[src/rtl/core/spiral_order_scatter_unit_macros.svh]
// assertion macros shared by the spiral order scatter rtl
`ifndef SPIRAL_ORDER_SCATTER_UNIT_MACROS_SVH
`define SPIRAL_ORDER_SCATTER_UNIT_MACROS_SVH
`ifndef ASSERT_OFF
`define SOS_ASSERT(lbl, clk, rst_n, expr) \
    lbl: assert property (@(posedge clk) disable iff (!rst_n) (expr)) \
        else $error("check failed");
`define SOS_ASSERT_SAME(lbl, clk, rst_n, ante, cons) \
    lbl: assert property (@(posedge clk) disable iff (!rst_n) (ante) |-> (cons)) \
        else $error("check failed");
`define SOS_ASSERT_NEXT(lbl, clk, rst_n, ante, cons) \
    lbl: assert property (@(posedge clk) disable iff (!rst_n) (ante) |=> (cons)) \
        else $error("check failed");
`else
`define SOS_ASSERT(lbl, clk, rst_n, expr)
`define SOS_ASSERT_SAME(lbl, clk, rst_n, ante, cons)
`define SOS_ASSERT_NEXT(lbl, clk, rst_n, ante, cons)
`endif
`endif

[src/rtl/core/sos_pkg.sv]
// types and constants of the spiral order scatter unit
package sos_pkg;

    localparam int ROW_W   = 8;
    localparam int COL_W   = 8;
    localparam int GCOLS_W = 9;
    localparam int BORD_W  = 9;
    localparam int CELLS_W = 16;
    localparam int DEST_W  = 16;
    localparam int DATA_W  = 8;

    localparam logic [GCOLS_W-1:0] MAX_COLS = 9'd256;

    localparam int QUEUE_DEPTH = 4;
    localparam int QPTR_W      = $clog2(QUEUE_DEPTH);
    localparam int QCNT_W      = $clog2(QUEUE_DEPTH + 1);

    localparam int PADDR_W = 3;
    localparam int PDATA_W = 32;

    // register index, taken from paddr[2]
    localparam logic REG_ROW_COUNT    = 1'b0;
    localparam logic REG_COLUMN_COUNT = 1'b1;

    // spiral heading codes
    localparam logic [1:0] HEAD_RIGHT = 2'd0;
    localparam logic [1:0] HEAD_DOWN  = 2'd1;
    localparam logic [1:0] HEAD_LEFT  = 2'd2;
    localparam logic [1:0] HEAD_UP    = 2'd3;

    typedef struct packed {
        logic              start_req;
        logic [DATA_W-1:0] in_byte;
    } sos_in_t;

    typedef struct packed {
        logic [DEST_W-1:0] dest_index;
        logic [DATA_W-1:0] out_byte;
        logic              last;
    } sos_out_t;

    // one placed cell, handed from the walker to the index stage
    typedef struct packed {
        logic [ROW_W-1:0]   row;
        logic [COL_W-1:0]   col;
        logic [GCOLS_W-1:0] grid_cols;
        logic [DATA_W-1:0]  data;
        logic               last;
    } sos_job_t;

endpackage

[src/rtl/core/sos_queue.sv]
// short job queue between the spiral walker and the index stage
`include "spiral_order_scatter_unit_macros.svh"
module sos_queue (
    input  logic              aclk,
    input  logic              aresetn,
    input  logic              push,
    input  sos_pkg::sos_job_t push_job,
    output logic              full,
    output logic              head_valid,
    input  logic              head_ready,
    output sos_pkg::sos_job_t head_job
);
    import sos_pkg::*;

    sos_job_t          slot_reg [QUEUE_DEPTH];
    logic [QPTR_W-1:0] wr_ptr_reg;
    logic [QPTR_W-1:0] rd_ptr_reg;
    logic [QCNT_W-1:0] count_reg;
    logic [QCNT_W-1:0] count_next;
    logic              pop;

    assign full       = (count_reg == QCNT_W'(QUEUE_DEPTH));
    assign head_valid = (count_reg != '0);
    assign head_job   = slot_reg[rd_ptr_reg];
    assign pop        = head_valid && head_ready;

    always_comb begin
        count_next = count_reg;
        if (push && !pop) begin
            count_next = count_reg + 1'b1;
        end else if (pop && !push) begin
            count_next = count_reg - 1'b1;
        end
    end

    always_ff @(posedge aclk) begin
        if (!aresetn) begin
            wr_ptr_reg <= '0;
            rd_ptr_reg <= '0;
            count_reg  <= '0;
        end else begin
            if (push) begin
                wr_ptr_reg <= wr_ptr_reg + 1'b1;
            end
            if (pop) begin
                rd_ptr_reg <= rd_ptr_reg + 1'b1;
            end
            count_reg <= count_next;
        end
    end

    always_ff @(posedge aclk) begin
        if (push) begin
            slot_reg[wr_ptr_reg] <= push_job;
        end
    end

    `SOS_ASSERT(a_count_bound, aclk, aresetn, count_reg <= QCNT_W'(QUEUE_DEPTH))
    `SOS_ASSERT_SAME(a_no_push_full, aclk, aresetn, full, !push)
    `SOS_ASSERT_SAME(a_ptr_gap, aclk, aresetn, !full && head_valid,
        QPTR_W'(wr_ptr_reg - rd_ptr_reg) == count_reg[QPTR_W-1:0])

endmodule

[src/rtl/core/sos_walker.sv]
// spiral walker: takes each word, tracks borders and position, queues placed cells
`include "spiral_order_scatter_unit_macros.svh"
module sos_walker (
    input  logic                         aclk,
    input  logic                         aresetn,
    input  logic [sos_pkg::ROW_W-1:0]    row_count,
    input  logic [sos_pkg::GCOLS_W-1:0]  column_count,
    input  logic                         s_valid,
    output logic                         s_ready,
    input  sos_pkg::sos_in_t             s_data,
    output logic                         push,
    output sos_pkg::sos_job_t            push_job,
    input  logic                         queue_full
);
    import sos_pkg::*;

    logic [ROW_W-1:0]   cur_row_reg, cur_row_next, b_row;
    logic [COL_W-1:0]   cur_col_reg, cur_col_next, b_col;
    logic [BORD_W-1:0]  top_reg, top_next, b_top;
    logic [BORD_W-1:0]  bottom_reg, bottom_next, b_bottom;
    logic [BORD_W-1:0]  left_reg, left_next, b_left;
    logic [BORD_W-1:0]  right_reg, right_next, b_right;
    logic [1:0]         heading_reg, heading_next, b_heading;
    logic [CELLS_W-1:0] cells_reg, cells_next, b_cells;
    logic [GCOLS_W-1:0] gcols_reg, gcols_next, b_gcols;
    logic [GCOLS_W-1:0] cols_sat;
    logic [16:0]        grid_size;
    logic               accept;
    logic               emit;
    logic               is_last;

    assign s_ready  = !queue_full;
    assign accept   = s_valid && s_ready;
    assign cols_sat = (column_count > MAX_COLS) ? MAX_COLS : column_count;
    assign grid_size = {9'd0, row_count} * {8'd0, cols_sat};

    // state seen by this word: fresh spiral on a start, else the running one
    always_comb begin
        if (s_data.start_req) begin
            b_row     = '0;
            b_col     = '0;
            b_top     = '0;
            b_left    = '0;
            b_bottom  = (row_count == '0) ? '0 : ({1'b0, row_count} - 1'b1);
            b_right   = (cols_sat == '0) ? '0 : (cols_sat - 1'b1);
            b_heading = HEAD_RIGHT;
            b_cells   = grid_size[CELLS_W-1:0];
            b_gcols   = cols_sat;
        end else begin
            b_row     = cur_row_reg;
            b_col     = cur_col_reg;
            b_top     = top_reg;
            b_left    = left_reg;
            b_bottom  = bottom_reg;
            b_right   = right_reg;
            b_heading = heading_reg;
            b_cells   = cells_reg;
            b_gcols   = gcols_reg;
        end
    end

    assign emit    = (b_cells != '0);
    assign is_last = (b_cells == CELLS_W'(1));

    always_comb begin
        cur_row_next = b_row;
        cur_col_next = b_col;
        top_next     = b_top;
        bottom_next  = b_bottom;
        left_next    = b_left;
        right_next   = b_right;
        heading_next = b_heading;
        cells_next   = b_cells;
        gcols_next   = b_gcols;
        if (emit) begin
            cells_next = b_cells - 1'b1;
            if (!is_last) begin
                unique case (b_heading)
                    HEAD_RIGHT: begin
                        if ({1'b0, b_col} < b_right) begin
                            cur_col_next = b_col + 1'b1;
                        end else begin
                            top_next     = b_top + 1'b1;
                            heading_next = HEAD_DOWN;
                            cur_row_next = b_row + 1'b1;
                        end
                    end
                    HEAD_DOWN: begin
                        if ({1'b0, b_row} < b_bottom) begin
                            cur_row_next = b_row + 1'b1;
                        end else begin
                            right_next   = b_right - 1'b1;
                            heading_next = HEAD_LEFT;
                            cur_col_next = b_col - 1'b1;
                        end
                    end
                    HEAD_LEFT: begin
                        if ({1'b0, b_col} > b_left) begin
                            cur_col_next = b_col - 1'b1;
                        end else begin
                            bottom_next  = b_bottom - 1'b1;
                            heading_next = HEAD_UP;
                            cur_row_next = b_row - 1'b1;
                        end
                    end
                    HEAD_UP: begin
                        if ({1'b0, b_row} > b_top) begin
                            cur_row_next = b_row - 1'b1;
                        end else begin
                            left_next    = b_left + 1'b1;
                            heading_next = HEAD_RIGHT;
                            cur_col_next = b_col + 1'b1;
                        end
                    end
                    default: begin
                        heading_next = b_heading;
                    end
                endcase
            end
        end
    end

    assign push               = accept && emit;
    assign push_job.row       = b_row;
    assign push_job.col       = b_col;
    assign push_job.grid_cols = b_gcols;
    assign push_job.data      = s_data.in_byte;
    assign push_job.last      = is_last;

    always_ff @(posedge aclk) begin
        if (!aresetn) begin
            cur_row_reg <= '0;
            cur_col_reg <= '0;
            top_reg     <= '0;
            bottom_reg  <= '0;
            left_reg    <= '0;
            right_reg   <= '0;
            heading_reg <= HEAD_RIGHT;
            cells_reg   <= '0;
            gcols_reg   <= GCOLS_W'(1);
        end else if (accept) begin
            cur_row_reg <= cur_row_next;
            cur_col_reg <= cur_col_next;
            top_reg     <= top_next;
            bottom_reg  <= bottom_next;
            left_reg    <= left_next;
            right_reg   <= right_next;
            heading_reg <= heading_next;
            cells_reg   <= cells_next;
            gcols_reg   <= gcols_next;
        end
    end

    `SOS_ASSERT_NEXT(a_last_empties, aclk, aresetn, push && push_job.last,
        cells_reg == '0)

endmodule

[src/rtl/core/sos_place.sv]
// index stage: turns a queued cell into its row-major index and holds the result word
module sos_place (
    input  logic              aclk,
    input  logic              aresetn,
    input  logic              job_valid,
    output logic              job_ready,
    input  sos_pkg::sos_job_t job,
    output logic              m_valid,
    input  logic              m_ready,
    output sos_pkg::sos_out_t m_data
);
    import sos_pkg::*;

    logic        out_valid_reg;
    sos_out_t    out_data_reg;
    logic [16:0] row_base;
    logic [16:0] dest_full;
    logic        take;

    assign job_ready = !out_valid_reg || m_ready;
    assign take      = job_valid && job_ready;
    assign row_base  = {9'd0, job.row} * {8'd0, job.grid_cols};
    assign dest_full = row_base + {9'd0, job.col};

    always_ff @(posedge aclk) begin
        if (!aresetn) begin
            out_valid_reg <= 1'b0;
        end else if (job_ready) begin
            out_valid_reg <= job_valid;
        end
    end

    always_ff @(posedge aclk) begin
        if (take) begin
            out_data_reg.dest_index <= dest_full[DEST_W-1:0];
            out_data_reg.out_byte   <= job.data;
            out_data_reg.last       <= job.last;
        end
    end

    assign m_valid = out_valid_reg;
    assign m_data  = out_data_reg;

endmodule

[src/rtl/core/spiral_order_scatter_unit.sv]
// spiral order scatter unit: register port, spiral walker, job queue and index stage
// a placed cell enters the job queue; its result leaves from the index stage's register
// throughput: one word per cycle while the queue has room, set by the walker's border
// and position update; the four-entry queue lets input run on while the output stalls
// reset: synchronous, active low; row and column counts return to 1 and no spiral is
// running, so words give no result until one arrives with start_req set
module spiral_order_scatter_unit (
    input  logic                        aclk,
    input  logic                        aresetn,
    input  logic                        psel,
    input  logic                        penable,
    input  logic                        pwrite,
    input  logic [sos_pkg::PADDR_W-1:0] paddr,
    input  logic [sos_pkg::PDATA_W-1:0] pwdata,
    output logic [sos_pkg::PDATA_W-1:0] prdata,
    output logic                        pready,
    input  logic                        s_valid,
    output logic                        s_ready,
    input  sos_pkg::sos_in_t            s_data,
    output logic                        m_valid,
    input  logic                        m_ready,
    output sos_pkg::sos_out_t           m_data
);
    import sos_pkg::*;

    logic [ROW_W-1:0]   row_count_reg;
    logic [GCOLS_W-1:0] column_count_reg;
    logic               reg_write;
    logic               reg_sel;
    logic               push;
    sos_job_t           push_job;
    logic               queue_full;
    logic               head_valid;
    logic               head_ready;
    sos_job_t           head_job;

    assign pready    = 1'b1;
    assign reg_sel   = paddr[2];
    assign reg_write = psel && penable && pwrite && pready;

    always_ff @(posedge aclk) begin
        if (!aresetn) begin
            row_count_reg    <= ROW_W'(1);
            column_count_reg <= GCOLS_W'(1);
        end else if (reg_write) begin
            unique case (reg_sel)
                REG_ROW_COUNT:    row_count_reg    <= pwdata[ROW_W-1:0];
                REG_COLUMN_COUNT: column_count_reg <= pwdata[GCOLS_W-1:0];
                default:          row_count_reg    <= row_count_reg;
            endcase
        end
    end

    always_comb begin
        unique case (reg_sel)
            REG_ROW_COUNT:    prdata = {{(PDATA_W-ROW_W){1'b0}}, row_count_reg};
            REG_COLUMN_COUNT: prdata = {{(PDATA_W-GCOLS_W){1'b0}}, column_count_reg};
            default:          prdata = '0;
        endcase
    end

    sos_walker u_walker (
        .aclk         (aclk),
        .aresetn      (aresetn),
        .row_count    (row_count_reg),
        .column_count (column_count_reg),
        .s_valid      (s_valid),
        .s_ready      (s_ready),
        .s_data       (s_data),
        .push         (push),
        .push_job     (push_job),
        .queue_full   (queue_full)
    );

    sos_queue u_queue (
        .aclk       (aclk),
        .aresetn    (aresetn),
        .push       (push),
        .push_job   (push_job),
        .full       (queue_full),
        .head_valid (head_valid),
        .head_ready (head_ready),
        .head_job   (head_job)
    );

    sos_place u_place (
        .aclk      (aclk),
        .aresetn   (aresetn),
        .job_valid (head_valid),
        .job_ready (head_ready),
        .job       (head_job),
        .m_valid   (m_valid),
        .m_ready   (m_ready),
        .m_data    (m_data)
    );

endmodule

[config.mk]
export PLATFORM = sky130hd
export DESIGN_NAME = spiral_order_scatter_unit
export DESIGN_NICKNAME = d
export VERILOG_FILES = /design/src/rtl/core/sos_pkg.sv /design/src/rtl/core/sos_queue.sv /design/src/rtl/core/sos_walker.sv /design/src/rtl/core/sos_place.sv /design/src/rtl/core/spiral_order_scatter_unit.sv
export VERILOG_INCLUDE_DIRS = /design/src /design/src/rtl/core
export SDC_FILE = /design/constraint.sdc
export NUM_CORES = 1
export LEC_CHECK = 0
export BUFFER_PORTS_ARGS = -buffer_cell sky130_fd_sc_hd__buf_2
export CAP_MARGIN = 20
export CORE_MARGIN = 2
export CORE_UTILIZATION = 30
export DETAILED_ROUTE_END_ITERATION = 12
export PLACE_DENSITY_LB_ADDON = 0.05
export RECOVER_POWER = 25
export SYNTH_ARGS = -nofsm -noshare
export SYNTH_HDL_FRONTEND = slang
export SYNTH_HIERARCHICAL = 1
export SYNTH_SLANG_ARGS = --single-unit
[constraint.sdc]
create_clock -name aclk -period 7.1 [get_ports aclk]
set_input_delay 1.065 -clock aclk [delete_from_list [all_inputs] [get_ports aclk]]
set_output_delay 1.065 -clock aclk [all_outputs]
set_load 0.005 [all_outputs]
==> results.py <==
metrics = {
    "outcome": {
        "status": "finished, violations left",
        "failed_checks": "capacitance limit, slew limit",
    },
    "synthesis": {
        "syn_inst": 1869,
        "syn_area_um2": 18900,
        "ys_types": 102,
        "synth_top_family_by_area": "adder cells",
        "yosysWarningCount": 6,
        "synth-main-ff-cell": "edfxtp_1",
        "ys_seq_area_share_pct": 36.7,
        "synth-simple-area-share_pct": 16.9,
        "synth_mux_area_share_pct": 7.46,
        "synth_edf_count": 161,
        "ys_ff_latch": 267,
        "synth-compound-area-share_pct": 11.8,
        "ys_async_sr_fraction_pct": 0,
        "synth_fa_ha_area_share_pct": 17.4,
        "syn_area_per_cell_um2": 10.1,
        "synth_xor_area_share_pct": 2.77,
    },
    "cells_and_area": {
        "final_cell_mix": "206 x nand2_1, 170 x inv_1, 161 x edfxtp_1, 118 x ha_1, 113 x and2_1",
        "ff_latch_area_um2": 6960,
        "antenna_cells": 0,
        "final_cell_area_um2": 21400,
        "final_common_cell": "nand2_1",
        "nNetsFinal": 2193,
        "synthToLayoutAreaGrowth_pct": 13.1,
        "fillers": 6374,
        "multi_input_area_um2": 10800,
        "largest_register_ffs": 136,
        "drive_above_1_share_pct": 13.7,
    },
    "clock_network": {
        "ctsResizeCount": 0,
        "clkLatencyLatePin_ns": 0.57,
        "path_clk_slew_ns": 0.06,
        "cts_buffer_depth": 3,
        "ctsHoldBuffers": 0,
        "cts_htree_levels": 2,
        "clkSinkCount": 267,
        "root_buffer": "clkbuf_16",
        "cts_setup_buffers": 0,
        "cts_made_buffers": 38,
        "cts_tree": "built",
    },
    "die": {
        "rows": 92,
        "core_um2": 62700,
        "ios": 111,
        "dieArea_um2": 65200,
        "die_width_um": 255,
        "die_h_um": 255,
        "start_util_pct": 30.2,
    },
    "setup_path": {
        "endpoint_kind": "register",
        "crit_chain": "buf_4, nor2b_1, buf_4, and2_1, fa_1, fa_1, fa_1, inv_1, fa_1, inv_1, ha_1, a211o_1, o2111ai_2, a21oi_1, or3_1, nor4b_4, nor2_1, ha_1, inv_1, fa_1, xor2_1, or3_1, a21boi_0",
        "path_buf_inv": 5,
        "path_delay_family": "adder cells",
        "worstPathRequired_ns": 7.58,
        "reg2reg_depth": 23,
        "path_common_cell": "fa_1",
        "cp.depth": 23,
        "arrival_ns": 7.25,
        "crit_slowest_cell": "fa_1",
        "path_class": "register to register",
        "cp_max_fo": 11,
        "cp-start-kind": "register",
        "critPathMaxStageDelay_ns": 0.50,
    },
    "placement": {
        "io_buffers": 61,
        "placed_area_um2": 20200,
        "dpl.hpwl_um": 36900,
        "gp_congestion": 0.773,
        "dp_slack_ns": 0.0479,
    },
    "global_route": {
        "grt-ovfl-total": 0,
        "grt_pass1_vias": 14200,
        "grt_max_degree": 51,
        "antenna_found_initial": 0,
        "grt_pass1_wl_um": 81000,
        "track_usage_pct": 16.0,
    },
    "timing": {
        "finalHoldViolCount": 0,
        "grt_setup_unrepaired": "false",
        "drv_slew": 77,
        "tightest_slew_ns": 2.41,
        "slew_headroom_pct": -60.4,
        "post-route-period-util_pct": 95.5,
        "finClkSkew_ns": 0.0173,
        "finalSetupViolations": 0,
        "period_minus_slack_ns": 6.78,
        "fin_tns_setup_ns": 0,
        "fin_ws_ns": 0.323,
        "max_clock_freq_mhz": 148,
    },
    "detailed_routing": {
        "drtAntennaViolNets": 0,
        "vias_per_cell": 4.87,
        "wire_per_inst_um": 18.2,
        "first_pass_iters": 7,
        "vias": 13700,
        "drc": 0,
        "drt-initial-drc-count": 596,
        "finalWirelength_um": 51200,
    },
    "power_and_ir_drop": {
        "vdd_drop_max_v": 0.000607,
        "total_leakage_power_nw": 8.88,
        "power_density_nw_per_um2": 515,
    },
    "worst_hold_path": {
        "hold_path_depth": 2,
        "hp-class": "register to register",
    },
    "job": {
        "cap_viol_max_count": 2,
    },
}
## metal layers
layer | global-route usage [%] | part of all wire (%) | routed length, µm | up-vias
met3 | 2.38 | 3.2 | 1660 | 64
met1 | 20.5 | 45 | 23100 | 6708
met2 | 28.3 | 50 | 25400 | 227
li1 | - | - | - | 6685
met5 | 0 | 0 | 0 | -
met4 | 3.89 | 1.9 | 981 | 0
## worst paths after layout
| path | startpoint | end | slack [ns] |
|---|---|---|---|
| setup / recovery | column_count_reg[8] | u_queue/count_reg[2] | 0.32 |
| hold / removal | u_walker/gcols_reg[1] | u_walker/gcols_reg[1] | 0.45 |
| setup reg to reg | column_count_reg[8] | u_queue/count_reg[2] | 0.32 |
| hold reg to reg | u_walker/gcols_reg[1] | u_walker/gcols_reg[1] | 0.45 |
## power by group
| group | leakage (nW) | switching, W | internal [W] | total, W |
|---|---|---|---|---|
| combinational | 5.92 | 0.00396 | 0.00284 | 0.00680 |
| clock | 0.593 | 0.000762 | 0.00114 | 0.00190 |
| sequential | 2.37 | 0.000125 | 0.00222 | 0.00234 |
## per-stage QoR
step           hold WS, ns  util [%]  power (W)  std cells
3_5_place_dp         0.443      32.2    0.00928       2739
3_3_place_gp         0.438      32.2    0.00925       2738
5_1_grt              0.471      34.2     0.0123       2809
4_1_cts              0.454      34.2     0.0113       2809
2_1_floorplan        0.417         -    0.00777       1891
6_report             0.452      34.2     0.0110       2809
## worst min-delay path, delay by kind of cell (launching register included)
kind | cells | cell delay (ns)
AOI/OAI and AO/OA | 1 | 0.05
and+or+nand+nor | 1 | 0.05
DFF | 1 | 0.30
## cell families after synthesis
group	after synthesis
buf+inv	288
flops	267
other cells	2
mux	94
compound gates	323
simple gates	626
fa+ha+maj	209
xor+xnor	60
## synth_stat cells (24+ instances only)
| master | n | share of area (%) |
|---|---|---|
| a21oi_1 | 81 | 2.1 |
| and2_1 | 118 | 3.9 |
| buf_4 | 33 | 1.3 |
| clkbuf_1 | 53 | 1.1 |
| dfxtp_1 | 106 | 11 |
| edfxtp_1 | 161 | 26 |
| fa_1 | 91 | 9.6 |
| ha_1 | 118 | 7.8 |
| inv_1 | 169 | 3.3 |
| mux2_2 | 24 | 1.4 |
| mux2i_1 | 35 | 1.8 |
| mux4_2 | 30 | 3.6 |
| nand2_1 | 206 | 4.1 |
| nand3_1 | 45 | 1.2 |
| nand4_1 | 25 | 0.83 |
| nor2_1 | 85 | 1.7 |
| nor2b_1 | 32 | 1.1 |
| nor3_1 | 31 | 0.82 |
| o21ai_0 | 64 | 1.7 |
| xnor2_1 | 35 | 1.6 |
| xor2_1 | 25 | 1.2 |
## area by class of cell
class	instances	share of cell area [%]
well taps	846	4.94
flip-flops and latches	267	32.5
repair buffers	120	3.40
clock buffers	52	4.78
inverters	170	2.98
multi-input cells	1336	50.4
clock inverters	18	1.03
(Power assumes the default switching activity.)
